## config.mk

```make
export PLATFORM = sky130hd
export DESIGN_NAME = ectk_update
export DESIGN_NICKNAME = d
export VERILOG_FILES = /design/src/rtl/core/ectk_pkg.sv /design/src/rtl/core/ectk_update.sv
export SDC_FILE = /design/constraint.sdc
export NUM_CORES = 1
export LEC_CHECK = 0
export ABC_AREA = 0
export BUFFER_PORTS_ARGS = -buffer_cell sky130_fd_sc_hd__buf_2
export CORE_AREA = 2 2 170 172
export DETAILED_ROUTE_END_ITERATION = 10
export DIE_AREA = 0 0 172 174
export SETUP_SLACK_MARGIN = 0.05
export SYNTH_ARGS = -nofsm -noshare
export SYNTH_HDL_FRONTEND = slang
export SYNTH_SLANG_ARGS = --single-unit
```

## constraint.sdc

```tcl
create_clock -name vclk -period 6.45
set_input_delay 0.3225 -clock vclk [all_inputs]
set_output_delay 0.3225 -clock vclk [all_outputs]
set_load 0.02 [all_outputs]
```

## src/rtl/core/ectk_pkg.sv

```systemverilog
// Shared constants and types for the encoder count tracker.
`default_nettype none

package ectk_pkg;

    // Number of encoder channels kept in the state memory.
    localparam int CHANNELS = 2;
    // Width of the channel field and of the memory address.
    localparam int CH_W     = 1;
    localparam int DATA_W   = 32;
    localparam int PROD_W   = 64;

    localparam logic [DATA_W-1:0] POSITION_GAIN_RESET = 32'h0001_0000;
    localparam logic [DATA_W-1:0] PERIOD_GAIN_RESET   = 32'h0000_0001;

    typedef logic [CH_W-1:0] chan_t;

    // Configuration register indexes.
    typedef enum logic [0:0] {
        REG_POSITION_GAIN = 1'b0,
        REG_PERIOD_GAIN   = 1'b1
    } cfg_reg_t;

    // One accepted input item.
    typedef struct packed {
        chan_t              channel;
        logic               operational;
        logic [DATA_W-1:0]  raw_counter;
        logic [DATA_W-1:0]  raw_period_in;
        logic               set_done;
        logic               index_pulse;
        logic               index_enable_in;
        logic               count_reset;
        logic               set_request_in;
    } item_t;

    // Per-channel state word held in the state memory.
    typedef struct packed {
        logic [DATA_W-1:0]  prev_raw_count;
        logic [DATA_W-1:0]  running_count;
        logic               prev_index_level;
        logic               needs_init;
        logic [DATA_W-1:0]  held_raw_count;
        logic [DATA_W-1:0]  held_raw_period;
    } entry_t;

    localparam entry_t ENTRY_RESET = '{
        prev_raw_count:   '0,
        running_count:    '0,
        prev_index_level: 1'b0,
        needs_init:       1'b1,
        held_raw_count:   '0,
        held_raw_period:  '0
    };

    // Result fields before scaling.
    typedef struct packed {
        chan_t              channel;
        logic [DATA_W-1:0]  hold_count;
        logic [DATA_W-1:0]  hold_period;
        logic [DATA_W-1:0]  net_count;
        logic               set_request_next;
        logic               index_enable_next;
    } result_t;

    // Control produced by the update logic for one item.
    typedef struct packed {
        logic commit;
        logic was_op_next;
    } update_ctl_t;

endpackage

`default_nettype wire

```

## src/rtl/core/ectk_update.sv

```systemverilog
// Read-modify-write logic: next channel state, unscaled result and control for one item.
`default_nettype none

module ectk_update (
    input  wire ectk_pkg::item_t    item,
    input  wire ectk_pkg::entry_t   entry,
    input  wire logic               was_op,
    output ectk_pkg::entry_t        entry_next,
    output ectk_pkg::result_t       result,
    output ectk_pkg::update_ctl_t   ctl
);

    logic                           in_range;
    logic                           last_ch;
    logic                           set_req;
    logic                           idx_rise;
    logic                           init;
    logic                           take;
    logic                           reload;
    logic [ectk_pkg::DATA_W-1:0]    delta;
    logic [ectk_pkg::DATA_W-1:0]    base;

    assign in_range = int'(item.channel) < ectk_pkg::CHANNELS;
    assign last_ch  = item.channel == ectk_pkg::CH_W'(ectk_pkg::CHANNELS - 1);

    // Request and edge decisions.
    always_comb
    begin
        set_req  = item.set_request_in & ~item.set_done;
        idx_rise = item.index_pulse & ~entry.prev_index_level;
        init     = entry.needs_init | item.count_reset;
        take     = idx_rise & ~init & item.index_enable_in;
        // Any reload of the previous raw count makes this item's difference zero.
        reload   = ~was_op | item.set_done | init | take;
        delta    = reload ? '0 : (item.raw_counter - entry.prev_raw_count);
        base     = (init | take) ? '0 : entry.running_count;
    end

    // New state word.
    always_comb
    begin
        entry_next                  = entry;
        entry_next.prev_raw_count   = item.raw_counter;
        entry_next.running_count    = base + delta;
        entry_next.prev_index_level = item.index_pulse;
        entry_next.needs_init       = 1'b0;
        if (!set_req)
        begin
            entry_next.held_raw_count  = item.raw_counter;
            entry_next.held_raw_period = item.raw_period_in;
        end
    end

    // Result fields and control.
    always_comb
    begin
        result.channel           = item.channel;
        result.hold_count        = entry_next.held_raw_count;
        result.hold_period       = entry_next.held_raw_period;
        result.net_count         = entry_next.running_count;
        result.set_request_next  = set_req;
        result.index_enable_next = item.index_enable_in & ~take;

        ctl.commit = item.operational & in_range;
        if (!item.operational)
        begin
            ctl.was_op_next = 1'b0;
        end
        else if (in_range && last_ch)
        begin
            ctl.was_op_next = 1'b1;
        end
        else
        begin
            ctl.was_op_next = was_op;
        end
    end

endmodule

`default_nettype wire

```

==> impl_metrics.yaml, run 1 <==
drt:
  drc: 0
  ant_nets: 0
  first_iter_violations: 317
  wl_per_cell_um: 15.0
  drt_wl_total_um: 21300
  num_vias: 6146
  firstDrtPassIters: 4
  vias_per_cell: 4.34
cells_and_area:
  layout.nets: 1300
  syn_to_final_growth_pct: 28.9
  layout_commonest_cell: "buf_2"
  final-seq-area_um2: 0
  drive_above_1_share: 0.499
  final_cell_mix: "432 x buf_2, 62 x mux2_2, 62 x ha_1"
  design.seq.count: 0
  stdcell_count: 1417
  n_fill_cell: 3211
  fin_area_um2: 7060
  clock_buffers: 0
timing:
  rsz0062_at_grt: "false"
  hold_viol: 0
  holdWs_ns: 0.880
  fmax_ghz: 0.178
  worst_slew_pin_slew_ns: 0.839
  setup_viol: 0
  period_share: 0.871
  tns_ns: 0
  min_period_ns: 5.62
  relSlewSlack: 0.441
  finalMaxSlewViolations: 0
synth:
  synth_seq_area_share: 0
  syn-num-nets: 1024
  synthesis.area_um2: 5480
  yosys_warnings: 0
  syn_area_per_cell_um2: 7.22
  synth_cell_types: 62
  syn-instance-count: 758
flow_run:
  cap_violations: 0
setup_path:
  cp-end-kind: "output pin"
  crit_family: "compound AO/OA/AOI/OAI gates"
  crit_chain: "buf_2 > inv_1 > ha_1 > fa_1 > nor2b_1 > o21a_1 > nor2_1 > o211ai_1 > a2bb2oi_1 > a21oi_1 > a41oi_1 > xor2_1 > nor2_1 > ha_1 > a21o_1 > a221o_1 > a21oi_1 > o32ai_1 > a41oi_2 > a21oi_2 > and4_1 > nor4_2 > xor2_1 > buf_2"
  worst-setup-path-type: "in -> out"
  max_stage_delay_ns: 0.49
  slowest_stage: "a2bb2oi_1"
  worstSetupStartpointType: "input pin"
  cp.arrival_ns: 5.30
  critPathBufInv: 3
  critPathMaxFanout: 6
  cp.required_ns: 6.13
grt:
  grt_pass1_wl_um: 31100
  globalRoute.totalOverflow: 0
  antenna_found_initial: 2
  grt.total_usage: 0.131
  grt_start_max_net_pins: 68
  grt_pass1_vias: 5595
min_path:
  hold_path.class: "in -> out"
floorplan:
  core_um2: 28200
  die-area_um2: 29900
  ios: 433
  die_x_um: 172
  row_count: 62
  die_h_um: 174
  start_util: 0.194
clock_network:
  ctsHoldBuffers: 0
  postCtsSetupBuffers: 0
  post_cts_resized: 0
placement:
  gp_congestion: 0.882
  dp_hpwl_um: 19300
  place_area_um2: 7060
  place_inst: 1416
  port_buffers: 432
power:
  ir_worst_vdd_v: 0.0000610
  power_density_nw_per_um2: 86.7
  p_leak_nw: 4.05
outcome:
  status: "finished, final reports clean"
-- logic make-up (layout without fill, tap and decap cells) --
group | after synthesis | after routing | share of synthesized area
other | 1 | 2 | 0.000685
AOI/OAI and AO/OA | 177 | 177 | 0.222
adders and majority gates | 64 | 64 | 0.149
muxes | 63 | 63 | 0.129
xor gates and xnor gates | 52 | 52 | 0.0832
buffers and inverters | 208 | 482 | 0.235
and+or+nand+nor | 193 | 193 | 0.181
-- synthesized netlist by cell type, drive strengths merged, types with 11 or more instances --
master | count | area [um2]
clkbuf | 24 | 90.1
nor3 | 17 | 90.1
buf | 137 | 1020
and2 | 30 | 188
o21ai | 29 | 149
a21oi | 46 | 241
nand3 | 17 | 85.1
nand2 | 27 | 101
a21o | 41 | 308
a211oi | 11 | 92.6
inv | 47 | 176
ha | 62 | 776
nor2 | 53 | 199
xor2 | 28 | 245
mux2 | 62 | 698
xnor2 | 24 | 210
-- routing by layer --
layer / vias up / track usage / routed length [um]
met5: - / 0 / 7
met4: 2 / 0.00490 / 89
met2: 209 / 0.220 / 10100
met3: 8 / 0.00979 / 1020
met1: 2848 / 0.191 / 10100
li1: 3079 / - / -
-- cell type report --
class | instances | area, um2 | area share
Antenna cell | 1 | 2.50 | 0.000354
Tap cell | 384 | 480 | 0.0681
Multi-Input combinational cell | 550 | 4220 | 0.597
Inverter | 47 | 176 | 0.0250
Timing Repair Buffer | 435 | 2180 | 0.309
-- stage by stage --
step | util | total power, mW | setup WS (ns)
detailed placement | 0.250 | 0.612 | 0.824
global route | 0.250 | 0.661 | 0.486
floorplan | - | 0.463 | 1.28
global placement | 0.250 | 0.611 | 0.903
CTS | 0.250 | 0.615 | 0.803
finish | 0.250 | 0.612 | 0.831
-- path summary, 6_finish.rpt --
| check | endpoint | cells after the start | startpoint |
|---|---|---|---|
| setup / recovery | result[33] | 24 | item[37] |
| hold / removal | ctl[1] | 2 | item[69] |
-- power by group --
group / leakage, nW / internal [mW] / switching (mW)
Sequential: 0 / 0 / 0
Combinational: 4.05 / 0.241 / 0.372
Clock: 0.00000634 / 0.0000000207 / 0
Total: 4.05 / 0.241 / 0.372
No activity file was read; power rests on OpenSTA's default activity.
==> run 2: changes to the inputs <==
==> constraint.sdc (replaced) <==
create_clock -name vclk -period 6.45
set_input_delay 0.3225 -clock vclk [all_inputs]
set_output_delay 0.3225 -clock vclk [all_outputs]
set_load 0.005 [all_outputs]
==> run 2 against run 1 <==
Effect of this change:
- routed wire length rose by 0.90%
- highest routed layer unchanged
- setup slack better by 0.0018 ns
- sequential share of layout area stayed put
- count of clock-buffer cells in the layout stayed put
- sequential cell count is the same
- critical path type unchanged
==> impl_metrics.yaml, run 2 (synthesis gave the netlist of run 1 again) <==
outcome:
  status: "finished, final reports clean"
clock_network:
  postCtsSetupBuffers: 0
  post_cts_resized: 0
  ctsHoldBuffers: 0
grt:
  grtUsageMet2: 0.220
  grt_start_max_net_pins: 68
  antenna_found_initial: 5
  globalRoute.totalOverflow: 0
  grt.busiest_layer: "met2"
  grt_pass1_wl_um: 31600
  grt_pass1_vias: 5700
  gr-usage-met1: 0.188
  grt_use_met3: 0.0184
  grt.total_usage: 0.133
timing:
  relSlewSlack: 0.428
  finalMaxSlewViolations: 0
  min_period_ns: 5.62
  rsz0062_at_grt: "false"
  worst_slew_pin_slew_ns: 0.857
  tns_ns: 0
  setup_slack_ns: 0.833
  setup_viol: 0
  hold_viol: 0
  period_share: 0.871
  fmax_ghz: 0.178
floorplan:
  ios: 433
  die-area_um2: 29900
  die_x_um: 172
  core_um2: 28200
  die_h_um: 174
  row_count: 62
  start_util: 0.194
cells_and_area:
  final_cell_mix: "432 x buf_2, 62 x mux2_2, 62 x ha_1"
  syn_to_final_growth_pct: 29.0
  design.seq.count: 0
  fin_area_um2: 7060
  layout_commonest_cell: "buf_2"
  final-seq-area_um2: 0
  clock_buffers: 0
  layout.nets: 1300
  drive_above_1_share: 0.499
drt:
  drc: 0
  first_iter_violations: 235
  num_vias: 6174
  vias_per_cell: 4.35
  drt_wl_total_um: 21500
  ant_nets: 0
  firstDrtPassIters: 4
  wl_per_cell_um: 15.2
setup_path:
  critPathMaxFanout: 6
  cp.required_ns: 6.13
  cp.arrival_ns: 5.29
  worst-setup-path-type: "in -> out"
  cp-end-kind: "output pin"
  worstSetupStartpointType: "input pin"
power:
  p_leak_nw: 4.05
  ir_worst_vdd_v: 0.0000421
  power_density_nw_per_um2: 69.7
  p_total_uw: 492
placement:
  place_area_um2: 7060
  gp_congestion: 0.880
  dp_hpwl_um: 19300
  dp_slack_ns: 0.830
  port_buffers: 432
flow_run:
  cap_violations: 0
min_path:
  hold_path.class: "in -> out"
-- run 2: cell count changes in the layout (fill, tap and decap cells not counted), sizes merged --
cell	change
diode	+1
-- run 2: metal layers --
metal  routed length (um)  part of all wire  up-vias
li1                     -                 -     3082
met5                   41            0.0019        -
met1                 9920              0.46     2824
met3                 1310             0.061       20
met2                10000              0.47      242
met4                  191            0.0089        6
-- run 2: worst paths after layout --
check             cells past startpoint              to  slack (ns)  startpoint
setup / recovery                     23  entry_next[97]        0.83  entry[104]
hold / removal                        2          ctl[1]        0.83    item[69]
-- run 2: worst max-delay path: stages --
cell       delay [ns]
buf_2            0.10
inv_1            0.11
ha_1             0.31
o21a_1           0.20
o21a_1           0.16
o21a_1           0.17
and4_1           0.19
a2bb2oi_1        0.51
a21oi_1          0.23
a41oi_1          0.31
xor2_1           0.17
nor2_1           0.06
ha_1             0.38
a21o_1           0.22
a221o_1          0.36
a21oi_1          0.22
o32ai_1          0.13
a41oi_2          0.21
a21oi_2          0.11
and4_1           0.21
nor4_2           0.27
xor2_1           0.20
buf_2            0.14
-- run 2: metrics by stage --
stage                     hold WS [ns]  utilization  instances
after floorplan                  0.712            -        758
after global placement           0.828        0.250       1416
after detailed placement         0.829        0.250       1416
after CTS                        0.829        0.250       1416
after global routing             0.839        0.250       1417
final                            0.828        0.250       1418
-- run 2: power by group --
group,internal (mW),switching [mW],leakage [nW]
combinational,0.238,0.254,4.05
sequential,0,0,0
clock,0.0000000415,0,0.0000127
-- run 2: area by class of cell --
class / count / area, um2
antenna: 2 / 5.00
fill: 3171 / 21200
tap: 384 / 480
inverter: 47 / 176
timing repair buffer: 435 / 2180
multi-input combinational: 550 / 4220
==> run 3: changes to the inputs <==
--- a/config.mk
+++ b/config.mk
@@ -7,9 +7,9 @@
 export LEC_CHECK = 0
 export ABC_AREA = 0
 export BUFFER_PORTS_ARGS = -buffer_cell sky130_fd_sc_hd__buf_2
-export CORE_AREA = 2 2 170 172
+export CORE_AREA = 2 2 166 168
 export DETAILED_ROUTE_END_ITERATION = 10
-export DIE_AREA = 0 0 172 174
+export DIE_AREA = 0 0 168 170
 export SETUP_SLACK_MARGIN = 0.05
 export SYNTH_ARGS = -nofsm -noshare
 export SYNTH_HDL_FRONTEND = slang
==> run 3 against run 2 <==
Effect of this change:
- hold slack improved by 0.0021 ns
- critical path depth increased by 1
- cell area decreased by 0.58%
- count of clock-buffer cells in the layout unchanged
- cell count decreased by 2.7%
- die area decreased by 4.6%
- routed wire length increased by 19%
- total power increased by 3.2%
- core utilization increased by 1.3 points
- non-clock buffer count unchanged
==> impl_metrics.yaml, run 3 (synthesis gave the netlist of run 1 again) <==
floorplan:
  die_h_um: 170
  core_um2: 26700
  start_util: 0.205
  die-area_um2: 28600
  row_count: 60
  die_x_um: 168
  ios: 433
grt:
  grt_pass1_vias: 5693
  globalRoute.totalOverflow: 0
  antenna_found_initial: 15
  grt.total_usage: 0.165
  grt_pass1_wl_um: 35800
  grt_start_max_net_pins: 38
setup_path:
  cp.required_ns: 6.13
  critical_path.endpoint: "entry_next[97]"
  cp-end-kind: "output pin"
  critPathMaxFanout: 6
  worst-setup-path-type: "in -> out"
  worstSetupStartpointType: "input pin"
  worstSetupStartpoint: "item[37]"
  cp.arrival_ns: 5.26
drt:
  drt_wl_total_um: 25500
  first_iter_violations: 239
  wl_per_cell_um: 18.5
  drc: 0
  ant_nets: 0
  num_vias: 6187
  vias_per_cell: 4.48
  firstDrtPassIters: 4
timing:
  setup_viol: 0
  fmax_ghz: 0.179
  setup_slack_ns: 0.867
  finalMaxSlewViolations: 0
  min_period_ns: 5.58
  worst_slew_pin_slew_ns: 0.817
  rsz0062_at_grt: "false"
  relSlewSlack: 0.454
  hold_viol: 0
  period_share: 0.866
  tns_ns: 0
clock_network:
  post_cts_resized: 0
  postCtsSetupBuffers: 0
  ctsHoldBuffers: 0
power:
  power_density_nw_per_um2: 72.3
  p_leak_nw: 4.05
  ir_worst_vdd_v: 0.0000404
cells_and_area:
  design.seq.count: 0
  syn_to_final_growth_pct: 28.2
  final_cell_mix: "432 x buf_2, 62 x mux2_2, 62 x ha_1"
  layout_commonest_cell: "buf_2"
  stdcell_count: 1380
  clock_buffers: 0
  final-seq-area_um2: 0
  layout.nets: 1300
  fin_area_um2: 7020
  drive_above_1_share: 0.499
placement:
  place_area_um2: 7000
  dp_slack_ns: 0.851
  port_buffers: 432
  gp_congestion: 0.912
  place_inst: 1373
  dp_hpwl_um: 23200
flow_run:
  cap_violations: 0
outcome:
  status: "finished, final reports clean"
min_path:
  hold_path.class: "in -> out"
run 3: changes by cell type in the layout (fill, tap and decap cells not counted):
cell	delta
diode_2	+5
run 3: how the worst min path moves through the flow:
stage | slack (ns) | endpoint | startpoint | cells past startpoint
CTS | 0.83 | entry_next[98] | item[37] | 2
global placement | 0.83 | entry_next[98] | item[37] | 2
finish | 0.83 | entry_next[98] | item[37] | 2
global route | 0.84 | entry_next[98] | item[37] | 2
floorplan | 0.71 | result[0] | item[2] | 2
detailed placement | 0.83 | entry_next[98] | item[37] | 2
run 3: area by class of cell:
type	count	area (um2)
Multi-Input combinational cell	550	4220
Timing Repair Buffer	435	2180
Fill cell	2962	19600
Tap cell	341	427
Antenna cell	7	17.5
Inverter	47	176
run 3: report_power, final:
part / switching, mW / internal, mW
Combinational: 0.269 / 0.239
Sequential: 0 / 0
Clock: 0 / 0.000000146
Total: 0.269 / 0.239
run 3: per-stage QoR:
step / power (mW) / hold slack, ns / utilization
floorplan: 0.339 / 0.712 / -
global placement: 0.506 / 0.827 / 0.263
detailed placement: 0.508 / 0.829 / 0.263
CTS: 0.511 / 0.830 / 0.263
global route: 0.557 / 0.836 / 0.263
finish: 0.508 / 0.830 / 0.263
run 3: metal layers:
metal / global-route usage / wire (um) / share of wire
met1: 0.218 / 11300 / 0.44
met2: 0.275 / 11700 / 0.46
met3: 0.0440 / 2110 / 0.083
met4: 0.0208 / 313 / 0.012
met5: 0.0157 / 56 / 0.0022
run 3: worst max-delay path: stages:
cell and delay [ns]:
buf_2 0.10, inv_1 0.07, ha_1 0.28, fa_1 0.23
nor2b_1 0.06, o21a_1 0.17, nor2_1 0.18, o211ai_1 0.16
a2bb2oi_1 0.46, a21oi_1 0.21, a41oi_1 0.28, xor2_1 0.16
nor2_1 0.06, ha_1 0.38, a21o_1 0.21, a221o_1 0.35
a21oi_1 0.20, o32ai_1 0.13, a41oi_2 0.21, a21oi_2 0.11
and4_1 0.21, nor4_2 0.29, xor2_1 0.23, buf_2 0.15
