### config.mk
export PLATFORM = sky130hd
export DESIGN_NAME = ectk_state_mem
export DESIGN_NICKNAME = d
export VERILOG_FILES = /design/src/rtl/core/ectk_pkg.sv /design/src/rtl/core/ectk_state_mem.sv
export SDC_FILE = /design/constraint.sdc
export NUM_CORES = 1
export LEC_CHECK = 0
export ABC_AREA = 1
export BUFFER_PORTS_ARGS = -buffer_cell sky130_fd_sc_hd__buf_2
export CAP_MARGIN = 20
export CELL_PAD_IN_SITES_DETAIL_PLACEMENT = 1
export CELL_PAD_IN_SITES_GLOBAL_PLACEMENT = 1
export CORE_AREA = 2 2 199 201
export DETAILED_ROUTE_END_ITERATION = 12
export DIE_AREA = 0 0 201 203
export PLACE_DENSITY_LB_ADDON = 0.3
export RECOVER_POWER = 50
export SYNTH_ARGS = -nofsm -noshare
export SYNTH_HDL_FRONTEND = slang
export SYNTH_SLANG_ARGS = --single-unit
### constraint.sdc
create_clock -name clk -period 4 [get_ports clk]
set_input_delay 1.2 -clock clk [delete_from_list [all_inputs] [get_ports clk]]
set_output_delay 1.2 -clock clk [all_outputs]
set_load 0.005 [all_outputs]
### src/rtl/core/ectk_pkg.sv
// Shared constants and types for the encoder count tracker.
`default_nettype none

package ectk_pkg;

    // Number of encoder channels kept in the state memory.
    localparam int CHANNELS = 2;
    // Width of the channel field and of the memory address.
    localparam int CH_W     = 1;
    localparam int DATA_W   = 32;
    localparam int PROD_W   = 64;

    localparam logic [DATA_W-1:0] POSITION_GAIN_RESET = 32'h0001_0000;
    localparam logic [DATA_W-1:0] PERIOD_GAIN_RESET   = 32'h0000_0001;

    typedef logic [CH_W-1:0] chan_t;

    // Configuration register indexes.
    typedef enum logic [0:0] {
        REG_POSITION_GAIN = 1'b0,
        REG_PERIOD_GAIN   = 1'b1
    } cfg_reg_t;

    // One accepted input item.
    typedef struct packed {
        chan_t              channel;
        logic               operational;
        logic [DATA_W-1:0]  raw_counter;
        logic [DATA_W-1:0]  raw_period_in;
        logic               set_done;
        logic               index_pulse;
        logic               index_enable_in;
        logic               count_reset;
        logic               set_request_in;
    } item_t;

    // Per-channel state word held in the state memory.
    typedef struct packed {
        logic [DATA_W-1:0]  prev_raw_count;
        logic [DATA_W-1:0]  running_count;
        logic               prev_index_level;
        logic               needs_init;
        logic [DATA_W-1:0]  held_raw_count;
        logic [DATA_W-1:0]  held_raw_period;
    } entry_t;

    localparam entry_t ENTRY_RESET = '{
        prev_raw_count:   '0,
        running_count:    '0,
        prev_index_level: 1'b0,
        needs_init:       1'b1,
        held_raw_count:   '0,
        held_raw_period:  '0
    };

    // Result fields before scaling.
    typedef struct packed {
        chan_t              channel;
        logic [DATA_W-1:0]  hold_count;
        logic [DATA_W-1:0]  hold_period;
        logic [DATA_W-1:0]  net_count;
        logic               set_request_next;
        logic               index_enable_next;
    } result_t;

    // Control produced by the update logic for one item.
    typedef struct packed {
        logic commit;
        logic was_op_next;
    } update_ctl_t;

endpackage

`default_nettype wire

### src/rtl/core/ectk_state_mem.sv
// Per-channel state memory with registered read, valid bits and write forwarding.
`default_nettype none

module ectk_state_mem (
    input  wire logic              clk,
    input  wire logic              rst_n,
    input  wire logic              rd_en,
    input  wire ectk_pkg::chan_t   rd_addr,
    input  wire logic              wr_en,
    input  wire ectk_pkg::chan_t   wr_addr,
    input  wire ectk_pkg::entry_t  wr_data,
    output ectk_pkg::entry_t       rd_data
);

    ectk_pkg::entry_t                   mem [ectk_pkg::CHANNELS];
    logic [ectk_pkg::CHANNELS-1:0]      valid_reg;
    ectk_pkg::entry_t                   q_reg;
    ectk_pkg::entry_t                   byp_reg;
    logic                               rd_valid_reg;
    logic                               byp_hit_reg;

    // Storage array and read port; the write data is captured for forwarding.
    always_ff @(posedge clk)
    begin
        if (wr_en)
        begin
            mem[wr_addr] <= wr_data;
        end
        if (rd_en)
        begin
            q_reg   <= mem[rd_addr];
            byp_reg <= wr_data;
        end
    end

    // Valid bits and read qualifiers; an entry never written reads as its reset value.
    always_ff @(posedge clk or negedge rst_n)
    begin
        if (!rst_n)
        begin
            valid_reg    <= '0;
            rd_valid_reg <= 1'b0;
            byp_hit_reg  <= 1'b0;
        end
        else
        begin
            if (wr_en)
            begin
                valid_reg[wr_addr] <= 1'b1;
            end
            if (rd_en)
            begin
                rd_valid_reg <= valid_reg[rd_addr];
                byp_hit_reg  <= wr_en && (wr_addr == rd_addr);
            end
        end
    end

    // A read at the same edge as a write to that entry takes the written word.
    always_comb
    begin
        if (byp_hit_reg)
        begin
            rd_data = byp_reg;
        end
        else if (rd_valid_reg)
        begin
            rd_data = q_reg;
        end
        else
        begin
            rd_data = ectk_pkg::ENTRY_RESET;
        end
    end

endmodule

`default_nettype wire

==> insert_results.sql, run 1 <==
INSERT INTO impl_metrics (metric_group, metric, value, unit) VALUES
('outcome', 'status', 'complete, but fails checks', ''),
('outcome', 'violations', 'capacitance limit, slew limit', ''),
('logic_synthesis', 'synthesis.instances', '1384', ''),
('global_route', 'globalRouteOverflowTotal', '0', ''),
('global_route', 'grt_first_pass_wirelength', '68400', 'µm'),
('layout', 'post_route_cells_drive_above_1_share', '0.135', ''),
('global_route', 'track_usage', '0.221', ''),
('sta', 'finalCriticalPeriod', '3.46', 'ns'),
('global_route', 'grt_max_degree', '132', ''),
('sta', 'slew_viol_final', '303', ''),
('floorplanning', 'std_cell_core_area', '38500', 'µm²'),
('layout', 'areaGrowthSynthToFinish', '17.9', '%'),
('logic_synthesis', 'synth.lib_cells_used.distinct', '13', ''),
('sta', 'achievable-frequency', '289', 'MHz'),
('worst_setup_path', 'ff2ff_setup_slack', '2.44', 'ns'),
('sta', 'setup_viol', '0', ''),
('power_and_ir_drop', 'vdd_drop_max', '0.382', 'mV'),
('power_and_ir_drop', 'p_total', '12.5', 'mW'),
('sta', 'unrepaired_setup_endpoints_after_global_routing', 'false', ''),
('sta', 'finalSetupTns', '0', 'ns'),
('layout', 'largest_register_ff_count', '260', ''),
('sta', 'clock_skew', '0.00955', 'ns'),
('sta', 'relSlewSlack', '-0.712', ''),
('worst_setup_path', 'start_kind', 'register', ''),
('floorplanning', 'dieHeight', '203', 'µm'),
('power_and_ir_drop', 'power.static_leakage', '9.06', 'nW'),
('floorplanning', 'die_w', '201', 'µm'),
('layout', 'num-nets-final', '1802', ''),
('worst_setup_path', 'worst_setup_path_end_kind', 'primary output', ''),
('drt', 'route.detailed.drc', '0', ''),
('power_and_ir_drop', 'power_density', '553', 'nW/µm²'),
('sta', 'timing_worst_slew_pin_value', '2.57', 'ns'),
('drt', 'wire_per_inst', '19.9', 'µm'),
('worst_setup_path', 'r2r_cells', '4', ''),
('worst_setup_path', 'path_max_fanout', '60', ''),
('clock_network', 'numClockSinks', '524', ''),
('global_route', 'first_global_vias', '12200', ''),
('drt', 'detailed_router_s_first_iteration_violation_count', '670', ''),
('floorplanning', 'start_util', '0.497', ''),
('logic_synthesis', 'ys_warn_count', '0', ''),
('clock_network', 'clk_root_buffer_cell', 'sky130_fd_sc_hd__clkbuf_16', ''),
('worst_hold_path', 'hold_path_class', 'in2async', ''),
('placement', 'setup_ws_pre_cts', '1.14', 'ns'),
('logic_synthesis', 'yosys.area.top_type_share', '0.818', ''),
('clock_network', 'cts_made_buffers', '51', ''),
('logic_synthesis', 'post_synth_main_area_contributors', 'sky130_fd_sc_hd__edfxtp_1 82%, sky130_fd_sc_hd__nand2_1 15%, sky130_fd_sc_hd__buf_2 0.86%', ''),
('clock_network', 'postCtsResizedCells', '0', ''),
('flow_run', 'maxCapViolations', '5', ''),
('drt', 'detail_route.wirelength', '44500', 'µm'),
('layout', 'finalCoreUtilization', '0.585', ''),
('placement', 'place_congestion', '0.746', ''),
('drt', 'first_pass_iters', '5', ''),
('worst_setup_path', 'cp_data_arrival_time', '2.26', 'ns'),
('clock_network', 'cts_max_path_buffers', '3', ''),
('sta', 'min_period_over_period', '0.865', ''),
('worst_setup_path', 'rr_startpoint', 'byp_hit_reg$_DFFE_PN0P_', ''),
('logic_synthesis', 'netlist_area', '19100', 'µm²'),
('clock_network', 'worstSkewPairLatency', '0.59', 'ns'),
('placement', 'detailed_place_hpwl', '26900', 'µm'),
('clock_network', 'postCtsSetupBuffers', '0', ''),
('clock_network', 'clock_tree_from_tritoncts', 'done', ''),
('logic_synthesis', 'synth.avg_cell_area', '13.8', 'µm²'),
('floorplanning', 'design.die.area', '40800', 'µm²'),
('drt', 'route.antenna.remaining_nets', '0', ''),
('drt', 'num_vias', '11300', ''),
('clock_network', 'post_cts_hold_buffer_count', '0', ''),
('worst_setup_path', 'worstReg2RegEnd', 'byp_hit_reg$_DFFE_PN0P_', ''),
('logic_synthesis', 'synth.largest_area_cell', 'sky130_fd_sc_hd__edfxtp_1', ''),
('logic_synthesis', 'synth_sequential_area_ratio', '0.823', ''),
('sta', 'timing.final.ws_setup', '0.540', 'ns'),
('drt', 'vias_per_cell', '5.07', ''),
('floorplanning', 'top_level_ports', '266', ''),
('floorplanning', 'rows', '72', ''),
('placement', 'portBuffers', '265', ''),
('global_route', 'grt_antenna_before_repair', '7', ''),
('layout', 'filler_instances', '3868', ''),
('worst_setup_path', 'cp_data_required_time', '2.80', 'ns'),
('clock_network', 'worst_setup_hold_path_clk_slew', '0.06', 'ns'),
('logic_synthesis', 'ys_seq_elements', '524', ''),
('clock_network', 'ctsHtreeMaxLevel', '2', ''),
('logic_synthesis', 'syn-num-nets', '1520', ''),
('sta', 'hold_viol_final', '0', ''),
('worst_setup_path', 'setup.worst_path.class', 'reg2out', '');
metal layers:
| metal | global-route usage | wire length, µm | vias up | share of wire |
|---|---|---|---|---|
| met5 | 0 | 28 | - | 0.00063 |
| met4 | 0.0685 | 1070 | 4 | 0.024 |
| met1 | 0.279 | 18100 | 5658 | 0.41 |
| met2 | 0.380 | 22400 | 329 | 0.50 |
| li1 | - | - | 5241 | - |
| met3 | 0.0528 | 2850 | 75 | 0.064 |
synthesized netlist by cell type, drive strengths merged:
library cell  instances
buf                  48
or2                   1
dfrtp                 4
nand3                 2
nand2               788
inv                   8
edfxtp              520
clkbuf               10
o21ai                 2
nor2                  1
power breakdown:
group	leakage, nW	total [mW]	internal (mW)	switching, mW
Clock	0.828	4.89	2.93	1.96
Combinational	3.19	0.949	0.303	0.647
Sequential	5.04	6.61	6.50	0.116
Total	9.06	12.5	9.73	2.72
how the worst max path moves through the flow:
stage	startpoint	endpoint	slack, ns	cells past startpoint
2_1_floorplan	wr_addr	mem[0][0]$_DFFE_PP_	0.34	3
3_3_place_gp	byp_hit_reg$_DFFE_PN0P_	rd_data[124]	1.21	5
3_5_place_dp	byp_hit_reg$_DFFE_PN0P_	rd_data[75]	1.14	5
4_1_cts	byp_hit_reg$_DFFE_PN0P_	rd_data[127]	0.49	5
5_1_grt	byp_hit_reg$_DFFE_PN0P_	rd_data[124]	0.38	5
6_report	byp_hit_reg$_DFFE_PN0P_	rd_data[86]	0.54	5
layout make-up:
type                       count  area, µm²  share of cell area
clock buffer                  67       1380              0.0612
timing repair buffer         287       1400              0.0621
inverter                       8       37.5             0.00167
sequential                   524      15700               0.698
antenna                        6       15.0            0.000667
multi-input combinational    794       3000               0.133
clock inverter                25        323              0.0143
tap                          518        648              0.0288
worst max-delay path: stages (launching register included):
cell	delay, ns
sky130_fd_sc_hd__dfrtp_4	0.50
sky130_fd_sc_hd__nor2_4	0.15
sky130_fd_sc_hd__buf_4	0.57
sky130_fd_sc_hd__nand2_1	0.18
sky130_fd_sc_hd__nand2_1	0.10
sky130_fd_sc_hd__buf_2	0.11
kinds of logic after synthesis:
kind of cell	Yosys count	synth area share
buffers and inverters	66	0.0204
AOI/OAI and AO/OA	2	0.000524
DFF	524	0.823
and+or+nand+nor	792	0.156
cell usage in the layout (no fill, tap or decap), drive strengths merged, types with 2 or more instances in the layout:
cell type,netlist,layout
nand2,788,788
edfxtp,520,520
clkbuf,10,206
buf,48,148
clkinv,0,15
bufinv,0,8
diode,0,6
inv,8,6
clkinvlp,0,4
dfrtp,4,4
o21ai,2,2
nand3,2,2
metrics by stage:
stage | instance area, µm² | hold slack (ns) | std cells
after CTS | 22700 | 0.385 | 2223
after global placement | 21000 | 0.436 | 2131
after global routing | 22500 | 0.442 | 2226
after detailed placement | 21000 | 0.460 | 2131
final | 22500 | 0.463 | 2229
after floorplan | 19100 | 0.423 | 1384
Note: power is estimated with default switching activity, not from simulation.
==> run 2: changes to the inputs <==
Settings changed: CELL_PAD_IN_SITES_DETAIL_PLACEMENT 1 to not set, CELL_PAD_IN_SITES_GLOBAL_PLACEMENT 1 to not set, CORE_AREA 2 2 199 201 to 2 2 182 184, CTS_CLUSTER_DIAMETER set to 100, DIE_AREA 0 0 201 203 to 0 0 184 186, SLEW_MARGIN set to 20.
==> run 2 against run 1 <==
  * Flip-flop and latch count unchanged
  * The run still ends with capacitance limit, slew limit left
  * Utilization up 11 points
  * Cell area down 0.82%
==> insert_results.sql, run 2 (same netlist as run 1, synthesis figures left out) <==
INSERT INTO impl_metrics (metric_group, metric, value, unit) VALUES
('worst_setup_path', 'critical-path-max-stage-delay', '0.50', 'ns'),
('placement', 'cells_after_dpl', '2015', ''),
('floorplanning', 'design.die.area', '34200', 'µm²'),
('drt', 'route.detailed.drc', '0', ''),
('layout', 'final_cell_count_no_fill', '2109', ''),
('worst_hold_path', 'hold_depth', '2', ''),
('global_route', 'grt_first_pass_wirelength', '56900', 'µm'),
('sta', 'finalSetupTns', '0', 'ns'),
('layout', 'mostFrequentLayoutCell', 'sky130_fd_sc_hd__nand2_1', ''),
('drt', 'detail_route.wirelength', '37300', 'µm'),
('clock_network', 'postCtsSetupBuffers', '0', ''),
('global_route', 'first_global_vias', '10700', ''),
('floorplanning', 'std_cell_core_area', '32200', 'µm²'),
('flow_run', 'maxCapViolations', '4', ''),
('global_route', 'globalRouteOverflowTotal', '0', ''),
('sta', 'clock_skew', '0.0148', 'ns'),
('clock_network', 'worst_setup_hold_path_clk_slew', '0.06', 'ns'),
('power_and_ir_drop', 'power.clock.fraction', '0.393', ''),
('worst_setup_path', 'worst_path_most_repeated_cell', 'sky130_fd_sc_hd__nand2_1', ''),
('power_and_ir_drop', 'power_density', '553', 'nW/µm²'),
('worst_hold_path', 'hold-path-endpoint', 'valid_reg[0]$_DFFE_PN0P_', ''),
('clock_network', 'numClockSinks', '524', ''),
('drt', 'route.antenna.remaining_nets', '0', ''),
('global_route', 'track_usage', '0.217', ''),
('worst_setup_path', 'worst_path_dominant_cell_family', 'simple AND/OR/NAND/NOR gates', ''),
('clock_network', 'clk_root_buffer_cell', 'sky130_fd_sc_hd__clkbuf_16', ''),
('sta', 'setup_viol', '0', ''),
('worst_setup_path', 'cp_buf_inv_count', '2', ''),
('sta', 'finalCriticalPeriod', '3.33', 'ns'),
('layout', 'post_route_cells_drive_above_1_share', '0.133', ''),
('global_route', 'grt_max_degree', '132', ''),
('worst_setup_path', 'r2r_cells', '4', ''),
('clock_network', 'ctsHtreeMaxLevel', '2', ''),
('global_route', 'grt_antenna_before_repair', '2', ''),
('clock_network', 'cts_made_buffers', '50', ''),
('worst_setup_path', 'slowest_cp_cell', 'sky130_fd_sc_hd__dfrtp_4', ''),
('drt', 'first_pass_iters', '5', ''),
('power_and_ir_drop', 'power_switching', '2.65', 'mW'),
('clock_network', 'postCtsResizedCells', '0', ''),
('layout', 'finalCoreUtilization', '0.693', ''),
('clock_network', 'clock_tree_from_tritoncts', 'done', ''),
('placement', 'detailed_place_hpwl', '21100', 'µm'),
('power_and_ir_drop', 'comb_power_share', '0.072', ''),
('worst_hold_path', 'holdCritStartpoint', 'valid_reg[0]$_DFFE_PN0P_', ''),
('worst_setup_path', 'timing.critical_path.cells', 'nor2_4 > buf_12 > nand2_1 > nand2_1 > buf_2', ''),
('worst_hold_path', 'hold_path_class', 'reg2reg', ''),
('sta', 'slew_viol_final', '243', ''),
('power_and_ir_drop', 'power.static_leakage', '9.05', 'nW'),
('worst_setup_path', 'cp_data_required_time', '2.80', 'ns'),
('clock_network', 'post_cts_hold_buffer_count', '0', ''),
('sta', 'unrepaired_setup_endpoints_after_global_routing', 'false', ''),
('clock_network', 'worstSkewPairLatency', '0.55', 'ns'),
('placement', 'place_congestion', '0.732', ''),
('sta', 'timing_worst_slew_pin_value', '2.41', 'ns'),
('floorplanning', 'top_level_ports', '266', ''),
('worst_setup_path', 'ff2ff_setup_slack', '2.54', 'ns'),
('layout', 'areaGrowthSynthToFinish', '16.9', '%'),
('clock_network', 'cts_max_path_buffers', '3', ''),
('power_and_ir_drop', 'intPower', '9.71', 'mW'),
('outcome', 'status', 'complete, but fails checks', ''),
('sta', 'hold_viol_final', '0', ''),
('outcome', 'violations', 'capacitance limit, slew limit', ''),
('sta', 'min_period_over_period', '0.833', ''),
('power_and_ir_drop', 'vdd_drop_max', '0.465', 'mV'),
('worst_setup_path', 'path_max_fanout', '60', ''),
('layout', 'mostFrequentLayoutCells', '788 x sky130_fd_sc_hd__nand2_1, 520 x sky130_fd_sc_hd__edfxtp_1, 141 x sky130_fd_sc_hd__clkbuf_1', ''),
('drt', 'detailed_router_s_first_iteration_violation_count', '894', ''),
('floorplanning', 'rows', '66', ''),
('floorplanning', 'start_util', '0.593', ''),
('power_and_ir_drop', 'power.sequential.fraction', '0.534', ''),
('sta', 'achievable-frequency', '300', 'MHz'),
('worst_setup_path', 'setup.worst_path.class', 'reg2out', ''),
('worst_setup_path', 'worst_setup_path_end_kind', 'primary output', ''),
('worst_setup_path', 'rr_startpoint', 'byp_hit_reg$_DFFE_PN0P_', ''),
('floorplanning', 'dieHeight', '186', 'µm'),
('drt', 'num_vias', '11000', ''),
('power_and_ir_drop', 'netSwitchingFraction', '0.214', ''),
('layout', 'post-route-cell-area', '22300', 'µm²'),
('sta', 'relSlewSlack', '-0.607', ''),
('drt', 'wire_per_inst', '17.7', 'µm'),
('worst_setup_path', 'start_kind', 'register', ''),
('placement', 'area_of_placed_instances', '20800', 'µm²'),
('drt', 'vias_per_cell', '5.23', ''),
('floorplanning', 'die_w', '184', 'µm'),
('layout', 'num-nets-final', '1795', ''),
('worst_setup_path', 'worstReg2RegEnd', 'byp_hit_reg$_DFFE_PN0P_', ''),
('placement', 'portBuffers', '265', ''),
('layout', 'largest_register_ff_count', '260', ''),
('worst_setup_path', 'cp_data_arrival_time', '2.13', 'ns');
==> run 2: how the worst max path moves through the flow <==
stage	startpoint	to	slack, ns	cells past startpoint
5_1_grt	byp_hit_reg$_DFFE_PN0P_	rd_data[80]	0.57	5
6_report	byp_hit_reg$_DFFE_PN0P_	rd_data[82]	0.67	5
4_1_cts	byp_hit_reg$_DFFE_PN0P_	rd_data[110]	0.64	5
2_1_floorplan	wr_addr	mem[0][0]$_DFFE_PP_	0.34	3
3_3_place_gp	byp_hit_reg$_DFFE_PN0P_	rd_data[82]	1.29	5
3_5_place_dp	byp_hit_reg$_DFFE_PN0P_	rd_data[110]	1.25	5
==> run 2: per-layer routing <==
layer / vias to the layer above / wire [µm] / global-route usage
met5: - / 28 / 0
met4: 4 / 816 / 0.0666
met3: 69 / 3280 / 0.0462
met2: 476 / 17700 / 0.344
met1: 5253 / 15500 / 0.309
li1: 5231 / - / -
==> run 2: cell type report <==
class	count	area, µm²
sequential	524	15700
multi-input combinational	794	3000
inverter	8	35.0
fill	2217	9880
timing repair buffer	281	1360
clock inverter	35	402
clock buffer	58	1300
tap	408	510
antenna	1	2.50
==> run 2: stage by stage <==
| step | hold slack, ns | total power [mW] | setup WS (ns) |
|---|---|---|---|
| 2_1_floorplan | 0.423 | 7.14 | 0.342 |
| 3_3_place_gp | 0.433 | 7.59 | 1.29 |
| 3_5_place_dp | 0.439 | 7.64 | 1.25 |
| 4_1_cts | 0.416 | 12.5 | 0.645 |
| 5_1_grt | 0.460 | 12.8 | 0.566 |
| 6_report | 0.451 | 12.4 | 0.666 |
==> run 2: tightest hold or removal path, stage by stage, from the launching register on <==
cell	delay (ns)
sky130_fd_sc_hd__dfrtp_1	0.32
sky130_fd_sc_hd__inv_1	0.05
sky130_fd_sc_hd__nand2_1	0.05
==> run 2: power groups by stage <==
| stage | sequential (mW) | combinational, mW | clock (mW) |
|---|---|---|---|
| CTS | 6.60 | 0.933 | 4.93 |
| floorplan | 6.68 | 0.461 | 0 |
| global route | 6.63 | 1.01 | 5.16 |
| finish | 6.60 | 0.892 | 4.86 |
| global placement | 6.70 | 0.898 | 0 |
| detailed placement | 6.71 | 0.928 | 0 |
==> run 3: changes to the inputs <==
Settings changed: CORE_AREA 2 2 182 184 to 2 2 187 189, DIE_AREA 0 0 184 186 to 0 0 189 191.
Clock period 4 ns to 3.26 ns, I/O delays scaled along.
==> run 3 against run 2 <==
  * The run still ends with capacitance limit, slew limit left
  * Global-route usage decreased by 1.7 points
  * Largest cell class unchanged
  * Cell area down 0.57%
  * Clock skew fell by 0.0040 ns
  * Sequential power increased by 23%
  * Critical path depth down 1
==> insert_results.sql, run 3 (same netlist as run 1, synthesis figures left out) <==
INSERT INTO impl_metrics (metric_group, metric, value, unit) VALUES
('placement', 'setup_ws_pre_cts', '0.882', 'ns'),
('floorplanning', 'start_util', '0.560', ''),
('floorplanning', 'rows', '68', ''),
('global_route', 'use_met1', '0.273', ''),
('worst_setup_path', 'worst_path_most_repeated_cell', 'sky130_fd_sc_hd__nand2_1', ''),
('outcome', 'violations', 'capacitance limit, slew limit', ''),
('floorplanning', 'std_cell_core_area', '34100', 'µm²'),
('global_route', 'first_global_vias', '10500', ''),
('sta', 'timing_worst_slew_pin_value', '1.69', 'ns'),
('drt', 'first_pass_iters', '5', ''),
('sta', 'min_period_over_period', '0.909', ''),
('global_route', 'globalRouteOverflowTotal', '0', ''),
('floorplanning', 'top_level_ports', '266', ''),
('drt', 'route.antenna.remaining_nets', '0', ''),
('clock_network', 'clk_root_buffer_cell', 'sky130_fd_sc_hd__clkbuf_16', ''),
('drt', 'route.detailed.drc', '0', ''),
('placement', 'detailed_place_hpwl', '20900', 'µm'),
('clock_network', 'cts_made_buffers', '49', ''),
('clock_network', 'clock_tree_from_tritoncts', 'done', ''),
('worst_setup_path', 'slowest_cp_cell', 'sky130_fd_sc_hd__buf_12', ''),
('worst_setup_path', 'path_max_fanout', '131', ''),
('global_route', 'grt_antenna_before_repair', '3', ''),
('worst_setup_path', 'setup.worst_path.class', 'reg2out', ''),
('layout', 'largest_register_ff_count', '260', ''),
('sta', 'unrepaired_setup_endpoints_after_global_routing', 'false', ''),
('clock_network', 'ctsHtreeMaxLevel', '2', ''),
('layout', 'areaGrowthSynthToFinish', '16.2', '%'),
('layout', 'mostFrequentLayoutCells', '787 x sky130_fd_sc_hd__nand2_1, 520 x sky130_fd_sc_hd__edfxtp_1, 147 x sky130_fd_sc_hd__clkbuf_1', ''),
('sta', 'clock_skew', '0.0108', 'ns'),
('sta', 'finalCriticalPeriod', '2.96', 'ns'),
('floorplanning', 'design.die.area', '36100', 'µm²'),
('power_and_ir_drop', 'vdd_drop_max', '0.481', 'mV'),
('layout', 'num-nets-final', '1797', ''),
('worst_setup_path', 'start_kind', 'register', ''),
('worst_setup_path', 'worst_setup_path_end_kind', 'primary output', ''),
('global_route', 'grt_util_met2', '0.324', ''),
('worst_setup_path', 'cp_data_arrival_time', '1.99', 'ns'),
('sta', 'slew_viol_final', '190', ''),
('floorplanning', 'dieHeight', '191', 'µm'),
('global_route', 'busiest_layer', 'met2', ''),
('power_and_ir_drop', 'power_density', '650', 'nW/µm²'),
('layout', 'final_cell_count_no_fill', '2152', ''),
('placement', 'portBuffers', '265', ''),
('sta', 'relSlewSlack', '-0.125', ''),
('floorplanning', 'die_w', '189', 'µm'),
('global_route', 'track_usage', '0.201', ''),
('placement', 'cells_after_dpl', '2065', ''),
('sta', 'hold_slack', '0.261', 'ns'),
('worst_setup_path', 'critical-path-max-stage-delay', '0.45', 'ns'),
('drt', 'detailed_router_s_first_iteration_violation_count', '882', ''),
('drt', 'detail_route.wirelength', '36200', 'µm'),
('clock_network', 'postCtsSetupBuffers', '0', ''),
('clock_network', 'post_cts_hold_buffer_count', '0', ''),
('layout', 'mostFrequentLayoutCell', 'sky130_fd_sc_hd__nand2_1', ''),
('clock_network', 'postCtsResizedCells', '0', ''),
('drt', 'num_vias', '10700', ''),
('global_route', 'grt_first_pass_wirelength', '55900', 'µm'),
('worst_setup_path', 'timing.critical_path.cells', 'buf_12 > nand2_1 > nand2_1 > buf_2', ''),
('clock_network', 'worst_setup_hold_path_clk_slew', '0.06', 'ns'),
('drt', 'vias_per_cell', '4.96', ''),
('placement', 'place_congestion', '0.752', ''),
('outcome', 'status', 'complete, but fails checks', ''),
('clock_network', 'cts_max_path_buffers', '3', ''),
('sta', 'timing.final.ws_setup', '0.295', 'ns'),
('clock_network', 'numClockSinks', '524', ''),
('clock_network', 'worstSkewPairLatency', '0.55', 'ns'),
('sta', 'setup_viol', '0', ''),
('layout', 'finalCoreUtilization', '0.651', ''),
('global_route', 'grt_util_met3', '0.0512', ''),
('worst_hold_path', 'hold_path_class', 'in2async', ''),
('flow_run', 'maxCapViolations', '2', ''),
('sta', 'achievable-frequency', '337', 'MHz'),
('power_and_ir_drop', 'power.static_leakage', '8.95', 'nW'),
('drt', 'wire_per_inst', '16.8', 'µm'),
('sta', 'hold_viol_final', '0', ''),
('global_route', 'grt_max_degree', '133', ''),
('layout', 'post_route_cells_drive_above_1_share', '0.129', ''),
('worst_setup_path', 'cp_data_required_time', '2.28', 'ns');
[run 3: cell types whose count changed in the layout (fill, tap and decap cells not counted), moves of 2 or more]
| cell | delta |
|---|---|
| sky130_fd_sc_hd__bufinv_16 | -6 |
| sky130_fd_sc_hd__clkbuf_1 | +6 |
| sky130_fd_sc_hd__clkbuf_16 | -2 |
| sky130_fd_sc_hd__clkbuf_4 | +2 |
[run 3: critical path, delay by kind of cell (launching register included)]
kind	cells	cell delay [ns]
buffers and inverters	2	0.57
DFF	1	0.44
and+or+nand+nor	2	0.29
[run 3: stage by stage]
stage / area [µm²] / TNS [ns] / total power [mW]
5_1_grt: 22200 / 0 / 15.0
3_5_place_dp: 21000 / 0 / 9.38
6_report: 22200 / 0 / 14.4
2_1_floorplan: 19200 / -21.68 / 8.77
4_1_cts: 22500 / 0 / 14.6
3_3_place_gp: 21000 / 0 / 9.32
[run 3: metal layers]
metal  share of wire  vias up  routed length (µm)
met5         0.00075        -                  27
met4           0.020        4                 712
met3           0.078       64                2810
met2            0.48      343               17200
met1            0.43     5041               15400
li1                -     5231                   -
[run 3: final timing paths]
path / start / to / slack (ns) / cells after the start
max: byp_hit_reg$_DFFE_PN0P_ / rd_data[102] / 0.30 / 4
min: rst_n / valid_reg[0]$_DFFE_PN0P_ / 0.26 / 1
max reg2reg: byp_hit_reg$_DFFE_PN0P_ / byp_hit_reg$_DFFE_PN0P_ / 1.72 / 4
min reg2reg: valid_reg[1]$_DFFE_PN0P_ / valid_reg[1]$_DFFE_PN0P_ / 0.46 / 2
max in group asynchronous: rst_n / byp_hit_reg$_DFFE_PN0P_ / 2.77 / 1
min in group clk: valid_reg[1]$_DFFE_PN0P_ / valid_reg[1]$_DFFE_PN0P_ / 0.46 / 2
[run 3: area by class of cell]
type	instances	area, µm²
multi-input cells	794	3010
inverters	8	53.8
clock inverters	25	189
diodes	1	2.50
well taps	455	569
repair buffers	284	1390
clock buffers	61	1270
fillers	2534	11900
flip-flops and latches	524	15700
[run 3: power breakdown]
group	switching, mW	internal (mW)	leakage, nW	total, mW
Sequential	0.126	7.97	5.04	8.09
Clock	2.25	2.98	0.719	5.23
Combinational	0.727	0.371	3.19	1.10
Total	3.10	11.3	8.95	14.4
